==> src/hw/rtl/lipc_pkg.sv <==
`timescale 1ns / 1ps
`default_nettype none
package lipc_pkg;
   localparam int MAX_COLUMNS_DEF = 4096;
   localparam int MAX_RINGS_DEF   = 128;
   localparam int CORDIC_STEPS    = 18;
   localparam logic signed [32:0] CORDIC_GAIN = 33'sd652032874;
   localparam logic signed [25:0] OUT_LIMIT = 26'sd16777215;
   localparam int ADDR_W = 5;

   localparam logic [ADDR_W-1:0] REG_MIN_RANGE = 5'd0;
   localparam logic [ADDR_W-1:0] REG_MAX_RANGE = 5'd4;
   localparam logic [ADDR_W-1:0] REG_MIN_INTEN = 5'd8;
   localparam logic [ADDR_W-1:0] REG_COLUMNS   = 5'd12;
   localparam logic [ADDR_W-1:0] REG_RINGS     = 5'd16;

   // rotation angle per cell, units of pi/2^19
   function automatic logic signed [21:0] atan_step(input int i);
      logic signed [21:0] r;
      r = '0;
      case (i)
         0: r = 22'sd131072;  1: r = 22'sd77376;  2: r = 22'sd40884;
         3: r = 22'sd20753;   4: r = 22'sd10417;  5: r = 22'sd5213;
         6: r = 22'sd2607;    7: r = 22'sd1304;   8: r = 22'sd652;
         9: r = 22'sd326;    10: r = 22'sd163;   11: r = 22'sd81;
         12: r = 22'sd41;    13: r = 22'sd20;    14: r = 22'sd10;
         15: r = 22'sd5;     16: r = 22'sd3;     17: r = 22'sd1;
         default: r = '0;
      endcase
      return r;
   endfunction

   typedef struct packed {
      logic signed [32:0] px;
      logic signed [32:0] py;
      logic signed [21:0] pz;
      logic signed [32:0] yx;
      logic signed [32:0] yy;
      logic signed [21:0] yz;
   } cordic_type;

   typedef struct packed {
      logic        pflip;
      logic        yflip;
      logic [23:0] range;
      logic [15:0] inten;
      logic [6:0]  ring;
   } side_type;
endpackage
`default_nettype wire

==> src/hw/rtl/lipc_cell.sv <==
`timescale 1ns / 1ps
`default_nettype none
module lipc_cell import lipc_pkg::*; #(
   parameter int STEP = 0
) (
   input  wire logic       clock,
   input  wire logic       reset,
   input  wire logic       en,
   input  wire logic       vld_in,
   input  wire cordic_type rot_in,
   input  wire side_type   side_in,
   output logic            vld_out,
   output cordic_type      rot_out,
   output side_type        side_out
);
   logic       vld_ff;
   cordic_type rot_ff, rot_in_c;
   side_type   side_ff;

   // one micro-rotation for pitch and yaw side by side
   always_comb begin
      rot_in_c = rot_in;
      if (!rot_in.pz[21]) begin
         rot_in_c.px = rot_in.px - (rot_in.py >>> STEP);
         rot_in_c.py = rot_in.py + (rot_in.px >>> STEP);
         rot_in_c.pz = rot_in.pz - atan_step(STEP);
      end else begin
         rot_in_c.px = rot_in.px + (rot_in.py >>> STEP);
         rot_in_c.py = rot_in.py - (rot_in.px >>> STEP);
         rot_in_c.pz = rot_in.pz + atan_step(STEP);
      end
      if (!rot_in.yz[21]) begin
         rot_in_c.yx = rot_in.yx - (rot_in.yy >>> STEP);
         rot_in_c.yy = rot_in.yy + (rot_in.yx >>> STEP);
         rot_in_c.yz = rot_in.yz - atan_step(STEP);
      end else begin
         rot_in_c.yx = rot_in.yx + (rot_in.yy >>> STEP);
         rot_in_c.yy = rot_in.yy - (rot_in.yx >>> STEP);
         rot_in_c.yz = rot_in.yz + atan_step(STEP);
      end
   end

   always_ff @(posedge clock) begin
      if (reset) vld_ff <= 1'b0;
      else if (en) vld_ff <= vld_in;
      if (en) begin
         rot_ff  <= rot_in_c;
         side_ff <= side_in;
      end
   end

   assign vld_out  = vld_ff;
   assign rot_out  = rot_ff;
   assign side_out = side_ff;
endmodule
`default_nettype wire

==> config.mk <==
export PLATFORM = sky130hd
export DESIGN_NAME = lipc_cell
export DESIGN_NICKNAME = d
export VERILOG_FILES = /design/src/hw/rtl/lipc_pkg.sv /design/src/hw/rtl/lipc_cell.sv
export SDC_FILE = /design/constraint.sdc
export NUM_CORES = 1
export LEC_CHECK = 0
export BUFFER_PORTS_ARGS = -buffer_cell sky130_fd_sc_hd__buf_2
export CAP_MARGIN = 20
export CELL_PAD_IN_SITES_DETAIL_PLACEMENT = 1
export CELL_PAD_IN_SITES_GLOBAL_PLACEMENT = 2
export CORE_ASPECT_RATIO = 1.4
export CORE_MARGIN = 2
export CORE_UTILIZATION = 33
export CTS_CLUSTER_SIZE = 20
export DETAILED_ROUTE_END_ITERATION = 8
export GPL_TIMING_DRIVEN = 0
export PLACE_DENSITY = 0.84
export SLEW_MARGIN = 10
export SYNTH_ARGS = -nofsm -noshare
export SYNTH_HDL_FRONTEND = slang
export SYNTH_SLANG_ARGS = --single-unit
==> constraint.sdc <==
create_clock -name clock -period 3.4 [get_ports clock]
set_clock_uncertainty 0.2 [all_clocks]
set_input_delay 0.34 -clock clock [delete_from_list [all_inputs] [get_ports clock]]
set_output_delay 0.34 -clock clock [all_outputs]
set_load 0.01 [all_outputs]
==> results of run 1 <==
## report_power, final
part	internal (mW)	total [mW]	switching (mW)
sequential	3.53	3.65	0.118
combinational	1.28	3.43	2.15
clock	1.65	2.90	1.25
total	6.46	9.98	3.52
## cell usage after synthesis, types with 5 or more instances
cell type	instances
sky130_fd_sc_hd__a2111oi_0	5
sky130_fd_sc_hd__a211o_1	7
sky130_fd_sc_hd__a211oi_1	26
sky130_fd_sc_hd__a21o_1	55
sky130_fd_sc_hd__a21oi_1	216
sky130_fd_sc_hd__a221oi_1	5
sky130_fd_sc_hd__a31o_2	6
sky130_fd_sc_hd__a31oi_1	11
sky130_fd_sc_hd__and2_1	8
sky130_fd_sc_hd__and3_1	5
sky130_fd_sc_hd__buf_1	15
sky130_fd_sc_hd__buf_2	21
sky130_fd_sc_hd__clkbuf_1	51
sky130_fd_sc_hd__clkinv_1	5
sky130_fd_sc_hd__edfxtp_1	223
sky130_fd_sc_hd__fa_1	8
sky130_fd_sc_hd__ha_1	198
sky130_fd_sc_hd__inv_1	195
sky130_fd_sc_hd__mux2i_1	31
sky130_fd_sc_hd__nand2_1	96
sky130_fd_sc_hd__nand2b_1	16
sky130_fd_sc_hd__nand3_1	21
sky130_fd_sc_hd__nand3b_1	5
sky130_fd_sc_hd__nand4_1	19
sky130_fd_sc_hd__nor2_1	160
sky130_fd_sc_hd__nor2b_1	17
sky130_fd_sc_hd__nor3_1	45
sky130_fd_sc_hd__nor3b_1	5
sky130_fd_sc_hd__nor4_1	10
sky130_fd_sc_hd__o211ai_1	19
sky130_fd_sc_hd__o21a_1	13
sky130_fd_sc_hd__o21ai_0	104
sky130_fd_sc_hd__o21ai_1	9
sky130_fd_sc_hd__o21bai_1	41
sky130_fd_sc_hd__o22ai_1	7
sky130_fd_sc_hd__o31a_1	11
sky130_fd_sc_hd__o31ai_1	26
sky130_fd_sc_hd__or4_1	6
sky130_fd_sc_hd__xnor2_1	115
sky130_fd_sc_hd__xor2_1	15
## worst max-delay path by stage
stage | startpoint | to | slack, ns | cells past startpoint
floorplan | rot_in[22] | rot_out[77]$_DFFE_PP_ | 0.31 | 11
global placement | en | vld_out$_SDFFE_PP0P_ | -1.40 | 3
detailed placement | rot_in[27] | rot_out[85]$_DFFE_PP_ | -0.88 | 13
CTS | rot_in[120] | rot_out[169]$_DFFE_PP_ | 0.006 | 12
global route | rot_in[22] | rot_out[44]$_DFFE_PP_ | -0.002 | 12
finish | rot_in[128] | rot_out[139]$_DFFE_PP_ | -0.02 | 13
## cell type report
class                           instances  area [µm²]
Tap cell                              721       902.1
Antenna cell                            4       10.01
Timing Repair Buffer                  552        3296
Sequential cell                       224        6716
Multi-Input combinational cell       1413       10220
Buffer                                 89       376.6
Clock inverter                         21       220.2
Fill cell                            6370       30810
Inverter                              202       758.2
Clock buffer                           27       654.4
## registers in the layout, indices dropped and copies added (netlist names)
signal / flops
vld_out: 1
side_out: 49
rot_out: 174
## worst max-delay path: cells and delay by family
family | cells | cell delay [ns]
simple gates | 5 | 1.17
compound gates | 3 | 1.11
buf+inv | 3 | 0.38
fa+ha+maj | 1 | 0.26
xor+xnor | 1 | 0.22
## metal layers
metal	wire (µm)	up-vias	global-route usage, %	part of all wire (%)
met2	39910	566	49.68	53
met1	28090	8365	27.47	37
met3	3454	195	3.548	4.6
met4	4067	16	12.92	5.4
met5	94	-	0	0.12
li1	-	8061	-	-
## logic make-up (layout without fill, tap and decap cells)
kind of cell | after synthesis | in the layout
multiplexers | 31 | 31
AO/OA/AOI/OAI | 616 | 616
flip-flops | 224 | 224
adder cells (fa/ha/maj) | 206 | 206
other | 0 | 4
buffers and inverters | 292 | 891
XOR/XNOR | 130 | 130
AND/OR/NAND/NOR | 430 | 430
## stage by stage
step | hold WS (ns) | setup slack, ns
4_1_cts | 0.01105 | 0.006431
3_5_place_dp | 0.3137 | -0.8848
5_1_grt | 0.06337 | -0.001591
2_1_floorplan | 0.2124 | 0.3113
6_report | 0.05141 | -0.02234
3_3_place_gp | 0.2775 | -1.401
## repair_timing
action | in CTS | in global routing
hold buffers | 94 | 0
hold endpoints to repair | 134 | 0
endpoints found under the setup margin | 11 | 25
pin swaps | 4 | 3
setup buffers | 3 | 0
resized for setup | 4 | 25
==> Implementation_results.wiki, run 1 <==
{| class="wikitable"
! Metric !! Value
|-
| Worst-margin pin slew || about 1.1 ns
|-
| Yosys warnings || 0
|-
| Worst min-delay path startpoint || rot_in[142]
|-
| Nature of the critical path startpoint || primary input
|-
| Remaining antenna violation count || 0
|-
| Peak ir drop on the vdd network || ~0.00035 V
|-
| Static leakage power || just over 10 nW
|-
| Bufs on Longest Clock Path || 3
|-
| Count of final setup violators || 1
|-
| TritonRoute pass-1 iters || 5
|-
| Via count of the first global-routing pass || 18649
|-
| Crit path capture type || register
|-
| Top FF cell, synth || sky130_fd_sc_hd__edfxtp_1
|-
| Number of H-tree levels || 1
|-
| Run status || complete, but fails checks
|-
| Later-pin clock latency in the skew report || ~0.56 ns
|-
| Maximum fanout along the worst path || 9
|-
| Power consumption || between 9 and 10 mW
|-
| CP peak stage delay || roughly 0.61 ns
|-
| Post-synthesis cell type with the largest combined area || sky130_fd_sc_hd__edfxtp_1
|-
| Number of cells on the worst hold path || 3
|-
| Area of the core region || about 54000 µm²
|-
| Critical path's slowest cell || sky130_fd_sc_hd__a2111oi_1
|-
| Hold Path Class || primary input to register
|-
| Total negative setup slack || -0.02234 ns
|-
| Syn Area/Cell || a little over 9 µm²
|-
| Period minus WS final || 3.422 ns
|-
| CTS tree || yes
|-
| Initial Util || 33.23%
|-
| Final routed wirelength across all metal layers || around 76000 µm
|-
| Multiplexer fraction of the synthesized cell area || approximately 1.7%
|-
| Cell at the root of the clock tree || sky130_fd_sc_hd__clkbuf_16
|-
| Most common cell after layout, fill and taps aside || sky130_fd_sc_hd__buf_2
|-
| Final count of hold timing violations || 0
|-
| Most common cell on crit path || sky130_fd_sc_hd__buf_2
|-
| Remaining global-route overflow || 0
|-
| I/O pin count || about 460
|-
| Placed standard-cell area || roughly 21000 µm²
|-
| Gate count of the mapped netlist || a little under 2000
|-
| Horizontal die dimension || around 200 µm
|-
| DR iter-0 viols || between 800 and 900
|-
| Hold EP || rot_out[175]$_DFFE_PP_
|-
| Final Core Density || 42.91%
|-
| Combined area of all synthesized cells || between 15000 and 20000 µm²
|-
| Commonest non-fill, non-tap cells in the layout || sky130_fd_sc_hd__buf_2 (473), sky130_fd_sc_hd__edfxtp_1 (223), sky130_fd_sc_hd__a21oi_1 (213)
|-
| Antenna violations before repair || 13
|-
| Startpoint of the lowest-slack register-to-register path || vld_out$_SDFFE_PP0P_
|-
| Reg2reg setup slack || 2.02 ns
|-
| TritonCTS buffer count || 26
|-
| Synth unique cells || 84
|-
| Depth of the worst register-to-register path || 3
|-
| Worst setup margin || -0.02234 ns
|-
| Global-route wire length before repair || 112500 µm
|-
| Flip-flop and latch count after synthesis || 224
|-
| Post-synthesis async set-or-reset flop share || 0%
|-
| Portion of synthesized cell area occupied by the leading cell type || ~37%
|-
| Final weighted congestion in routability-driven placement || about 0.91
|-
| Final layout net count || 2943
|-
| Max Transition Viols Final || 0
|-
| Final routed wire length divided by cell count || around 23 µm
|-
| DRC violations left || 0
|-
| Number of clock sinks || about 220
|-
| Die Span Y || roughly 280 µm
|-
| XOR/XNOR Fraction of Synth Area || under 10%
|-
| Violated checks || setup timing
|-
| Largest net degree at the start of global routing || 100
|-
| Remaining max-slew budget at the tightest pin || between 20% and 30%
|-
| Arrival time at the worst endpoint || ~3.5 ns
|-
| Power Dens Cells || around 430 nW/µm²
|-
| Post-Synth Adder-Cell Area || about 15%
|-
| Req. time, crit path || between 3 and 4 ns
|-
| Share of final-layout standard cells stronger than drive strength 1 || a little under a quarter
|-
| Worst setup path class || primary input to register
|-
| Max Cap Viol || 0
|-
| Portion of the clock cycle consumed by the worst path in the final layout || 100.7%
|-
| Via density per instance || 5.288
|-
| Dpl cells || 3105
|-
| PortBufs || 453
|-
| Sequential-to-total area share from yosys stat || between 30 and 40%
|-
| Area of all placed cells without fillers || roughly 23000 µm²
|-
| Biggest area contributors in the synthesized netlist || sky130_fd_sc_hd__edfxtp_1 (37%), sky130_fd_sc_hd__ha_1 (14%), sky130_fd_sc_hd__a21oi_1 (6.0%), sky130_fd_sc_hd__xnor2_1 (5.6%), sky130_fd_sc_hd__inv_1 (4.1%)
|-
| HPWL after detailed placement || approximately 60000 µm
|-
| Std-Cell Rows || between 100 and 150
|-
| Worst-path clk slew || 0.06 ns
|-
| Compound-gate portion of the synthesized area || about 22%
|-
| Worst reg2reg path endpoint || vld_out$_SDFFE_PP0P_
|-
| Max frequency || ~300 MHz
|-
| Combinational family with the most area after synthesis || compound AO/OA/AOI/OAI gates
|-
| Non-Filler Instances || 3253
|-
| Overall track demand over capacity in global routing || 25.88%
|-
| Post-synthesis to final-layout area growth || 29.11%
|-
| Post-synth EDFFs || 223
|-
| Mapped Nets || ~2400
|-
| Total Die Area || ~56000 µm²
|-
| Critical Path, Cell by Cell || buf_2, inv_1, ha_1, buf_2, nor2_1, a221o_1, nor3_1, nor3b_2, o21bai_2, a2111oi_1, or4_1, nand4_1, xnor2_2
|-
| Overall via count from detail_route || roughly 17000
|-
| Area share of and/or/nand/nor cells after synthesis || a little under an eighth
|}
Power figures use the tool's default switching activity.
==> run 2: changes to the inputs <==
==> constraint.sdc (replaced) <==
create_clock -name clock -period 3.4 [get_ports clock]
set_clock_uncertainty 0.2 [all_clocks]
set_input_delay 0.51 -clock clock [delete_from_list [all_inputs] [get_ports clock]]
set_output_delay 0.51 -clock clock [all_outputs]
set_load 0.01 [all_outputs]
==> run 2 against run 1 <==
The run still ends with setup timing left; design area rose by 0.19%; die area unchanged; wire length is essentially flat; clock power hardly changed; sequential power about the same; non-clock buffer count fell by 9; worst setup slack improved by 0.0084 ns; critical endpoint unchanged; highest routed layer unchanged.
==> Implementation_results.wiki, run 2 (synthesis gave the netlist of run 1 again) <==
{| class="wikitable"
! Metric !! Value
|-
| Share of final-layout standard cells stronger than drive strength 1 || 24.06% (+1.0 points)
|-
| Non-Filler Instances || 3246 (-0.22%)
|-
| Met1 track demand over resource in global routing || 27.47% (about the same)
|-
| Area of the core region || 53960 µm² (unchanged)
|-
| TritonCTS buffer count || 26 (unchanged)
|-
| Final count of hold timing violations || 0 (unchanged)
|-
| Dpl cells || 3105 (unchanged)
|-
| Std-Cell Rows || 101 (unchanged)
|-
| I/O pin count || 455 (unchanged)
|-
| Horizontal die dimension || 201.0 µm (unchanged)
|-
| Worst-margin pin slew || 1.068 ns (+0.003361 ns)
|-
| Commonest non-fill, non-tap cells in the layout || sky130_fd_sc_hd__buf_2 (474), sky130_fd_sc_hd__edfxtp_1 (223), sky130_fd_sc_hd__a21oi_1 (208)
|-
| Antenna violations before repair || 13 (unchanged)
|-
| Global-route wire length before repair || 112400 µm (-0.15%)
|-
| Total negative setup slack || -0.01390 ns (+0.008441 ns)
|-
| HPWL after detailed placement || 59640 µm (unchanged)
|-
| Maximum fanout along the worst path || 9 (unchanged)
|-
| Total Die Area || 56250 µm² (unchanged)
|-
| Arrival time at the worst endpoint || 3.48 ns (about the same)
|-
| Final weighted congestion in routability-driven placement || 0.9101 (unchanged)
|-
| Via count of the first global-routing pass || 18603 (-0.25%)
|-
| Most used routing layer in global routing || met2
|-
| Remaining max-slew budget at the tightest pin || 28.81% (-0.22 points)
|-
| Number of H-tree levels || 1 (unchanged)
|-
| Post-synthesis to final-layout area growth || 29.35%
|-
| TritonRoute pass-1 iters || 5 (unchanged)
|-
| Power consumption || 10.00 mW (+0.23%)
|-
| Via density per instance || 5.277 (-0.21%)
|-
| Remaining global-route overflow || 0 (unchanged)
|-
| CTS tree || yes
|-
| DR iter-0 viols || 746 (-7.3%)
|-
| WHS || 0.04733 ns (-0.004082 ns)
|-
| Met3 capacity usage during global routing || 3.513% (-0.035 points)
|-
| Power Dens Cells || 431.3 nW/µm² (about the same)
|-
| Die Span Y || 279.8 µm (unchanged)
|-
| Period minus WS final || 3.414 ns (-0.008441 ns)
|-
| Max frequency || 292.9 MHz (+0.25%)
|-
| Final layout net count || 2934 (-0.31%)
|-
| Number of clock sinks || 224 (unchanged)
|-
| Req. time, crit path || 3.47 ns (about the same)
|-
| Peak ir drop on the vdd network || 0.0003499 V (+0.19%)
|-
| Nature of the critical path startpoint || primary input
|-
| DRC violations left || 0 (unchanged)
|-
| Count of final setup violators || 1 (unchanged)
|-
| Hold Path Class || primary input to register
|-
| Overall track demand over capacity in global routing || 25.86% (about the same)
|-
| PortBufs || 453 (unchanged)
|-
| Cell at the root of the clock tree || sky130_fd_sc_hd__clkbuf_16
|-
| Portion of the clock cycle consumed by the worst path in the final layout || 100.4% (-0.25 points)
|-
| Overall via count from detail_route || 17130 (-0.42%)
|-
| Static leakage power || 10.29 nW (-0.12%)
|-
| Violated checks || setup timing
|-
| Remaining antenna violation count || 0 (unchanged)
|-
| Largest net degree at the start of global routing || 100 (unchanged)
|-
| Worst setup margin || -0.01390 ns (+0.008441 ns)
|-
| Bufs on Longest Clock Path || 3 (unchanged)
|-
| Max Transition Viols Final || 0 (unchanged)
|-
| Worst-path clk slew || 0.06 ns (about the same)
|-
| Crit path capture type || register
|-
| Most common cell after layout, fill and taps aside || sky130_fd_sc_hd__buf_2
|-
| Final routed wirelength across all metal layers || 75560 µm (about the same)
|-
| Number of flip-flops in the largest register || 174 (unchanged)
|-
| Later-pin clock latency in the skew report || 0.56 ns (about the same)
|-
| Max Cap Viol || 0 (unchanged)
|-
| GR Util met2 || 49.58% (-0.098 points)
|-
| Initial Util || 33.23% (unchanged)
|-
| Worst setup path class || primary input to register
|-
| Final routed wire length divided by cell count || 23.28 µm (+0.13%)
|-
| Run status || complete, but fails checks
|}
==> run 2: cell count changes in the layout (fill, tap and decap cells not counted), moves of 2 or more <==
cell                            change
sky130_fd_sc_hd__clkbuf_1           -7
sky130_fd_sc_hd__a2111oi_2          +2
sky130_fd_sc_hd__clkbuf_2           +5
sky130_fd_sc_hd__o21ai_2            +2
sky130_fd_sc_hd__diode_2            +2
sky130_fd_sc_hd__o21ai_0            -2
sky130_fd_sc_hd__a21oi_2            +4
sky130_fd_sc_hd__dlygate4sd3_1      -8
sky130_fd_sc_hd__a21oi_1            -5
==> run 2: worst paths after layout <==
| check | from | to | slack, ns | depth (start not counted) |
|---|---|---|---|---|
| worst max register to register | vld_out$_SDFFE_PP0P_ | vld_out$_SDFFE_PP0P_ | 2.02 | 3 |
| worst min-delay path | rot_in[17] | rot_out[17]$_DFFE_PP_ | 0.05 | 2 |
| worst min register to register | vld_out$_SDFFE_PP0P_ | vld_out$_SDFFE_PP0P_ | 0.91 | 3 |
| worst max-delay path | rot_in[128] | rot_out[139]$_DFFE_PP_ | -0.01 | 13 |
==> run 2: what timing repair did <==
action | in CTS | in global routing
gates resized for setup | 25 | 41
hold endpoints to repair | 85 | 0
buffers inserted | 3 | 1
pin swaps | 6 | 7
hold buffers | 86 | 0
setup endpoints to repair | 23 | 31
==> run 2: final cells by class <==
type | instances | area [µm²]
Antenna cell | 6 | 15.01
Buffer | 87 | 376.6
Clock buffer | 27 | 654.4
Clock inverter | 21 | 220.2
Fill cell | 6351 | 30760
Inverter | 202 | 758.2
Multi-Input combinational cell | 1413 | 10330
Sequential cell | 224 | 6716
Tap cell | 721 | 902.1
Timing Repair Buffer | 545 | 3223
==> run 2: layer usage <==
metal / wire length [µm] / vias to the layer above / share of wire [%]
met5: 87 / - / 0.12
li1: - / 8040 / -
met1: 27650 / 8340 / 37
met3: 3796 / 184 / 5.0
met2: 39990 / 550 / 53
met4: 4037 / 16 / 5.3
==> run 2: through the flow <==
| step | area (µm²) | setup WS, ns | util, % |
|---|---|---|---|
| after floorplan | 17930 | 0.1413 | - |
| after global placement | 21100 | -1.571 | 39.11 |
| after detailed placement | 21170 | -1.055 | 39.23 |
| after CTS | 23050 | -0.003517 | 42.72 |
| after global routing | 23190 | -0.01013 | 42.98 |
| final | 23200 | -0.01390 | 42.99 |
==> run 2: worst max-delay path: stages <==
cell and delay (ns):
sky130_fd_sc_hd__buf_2 0.13, sky130_fd_sc_hd__inv_1 0.05, sky130_fd_sc_hd__ha_1 0.26, sky130_fd_sc_hd__buf_2 0.19, sky130_fd_sc_hd__nor2_1 0.07, sky130_fd_sc_hd__a221o_1 0.34, sky130_fd_sc_hd__nor3_1 0.39, sky130_fd_sc_hd__nor3b_4 0.35
sky130_fd_sc_hd__o21bai_2 0.16, sky130_fd_sc_hd__a2111oi_2 0.47, sky130_fd_sc_hd__or4_1 0.17, sky130_fd_sc_hd__nand4_1 0.13, sky130_fd_sc_hd__xnor2_2 0.23
==> run 2: where the power goes <==
| part | internal (mW) | leakage [nW] | switching [mW] |
|---|---|---|---|
| registers | 3.53 | 2.19 | 0.118 |
| logic | 1.29 | 7.69 | 2.16 |
| clock network | 1.65 | 0.413 | 1.26 |
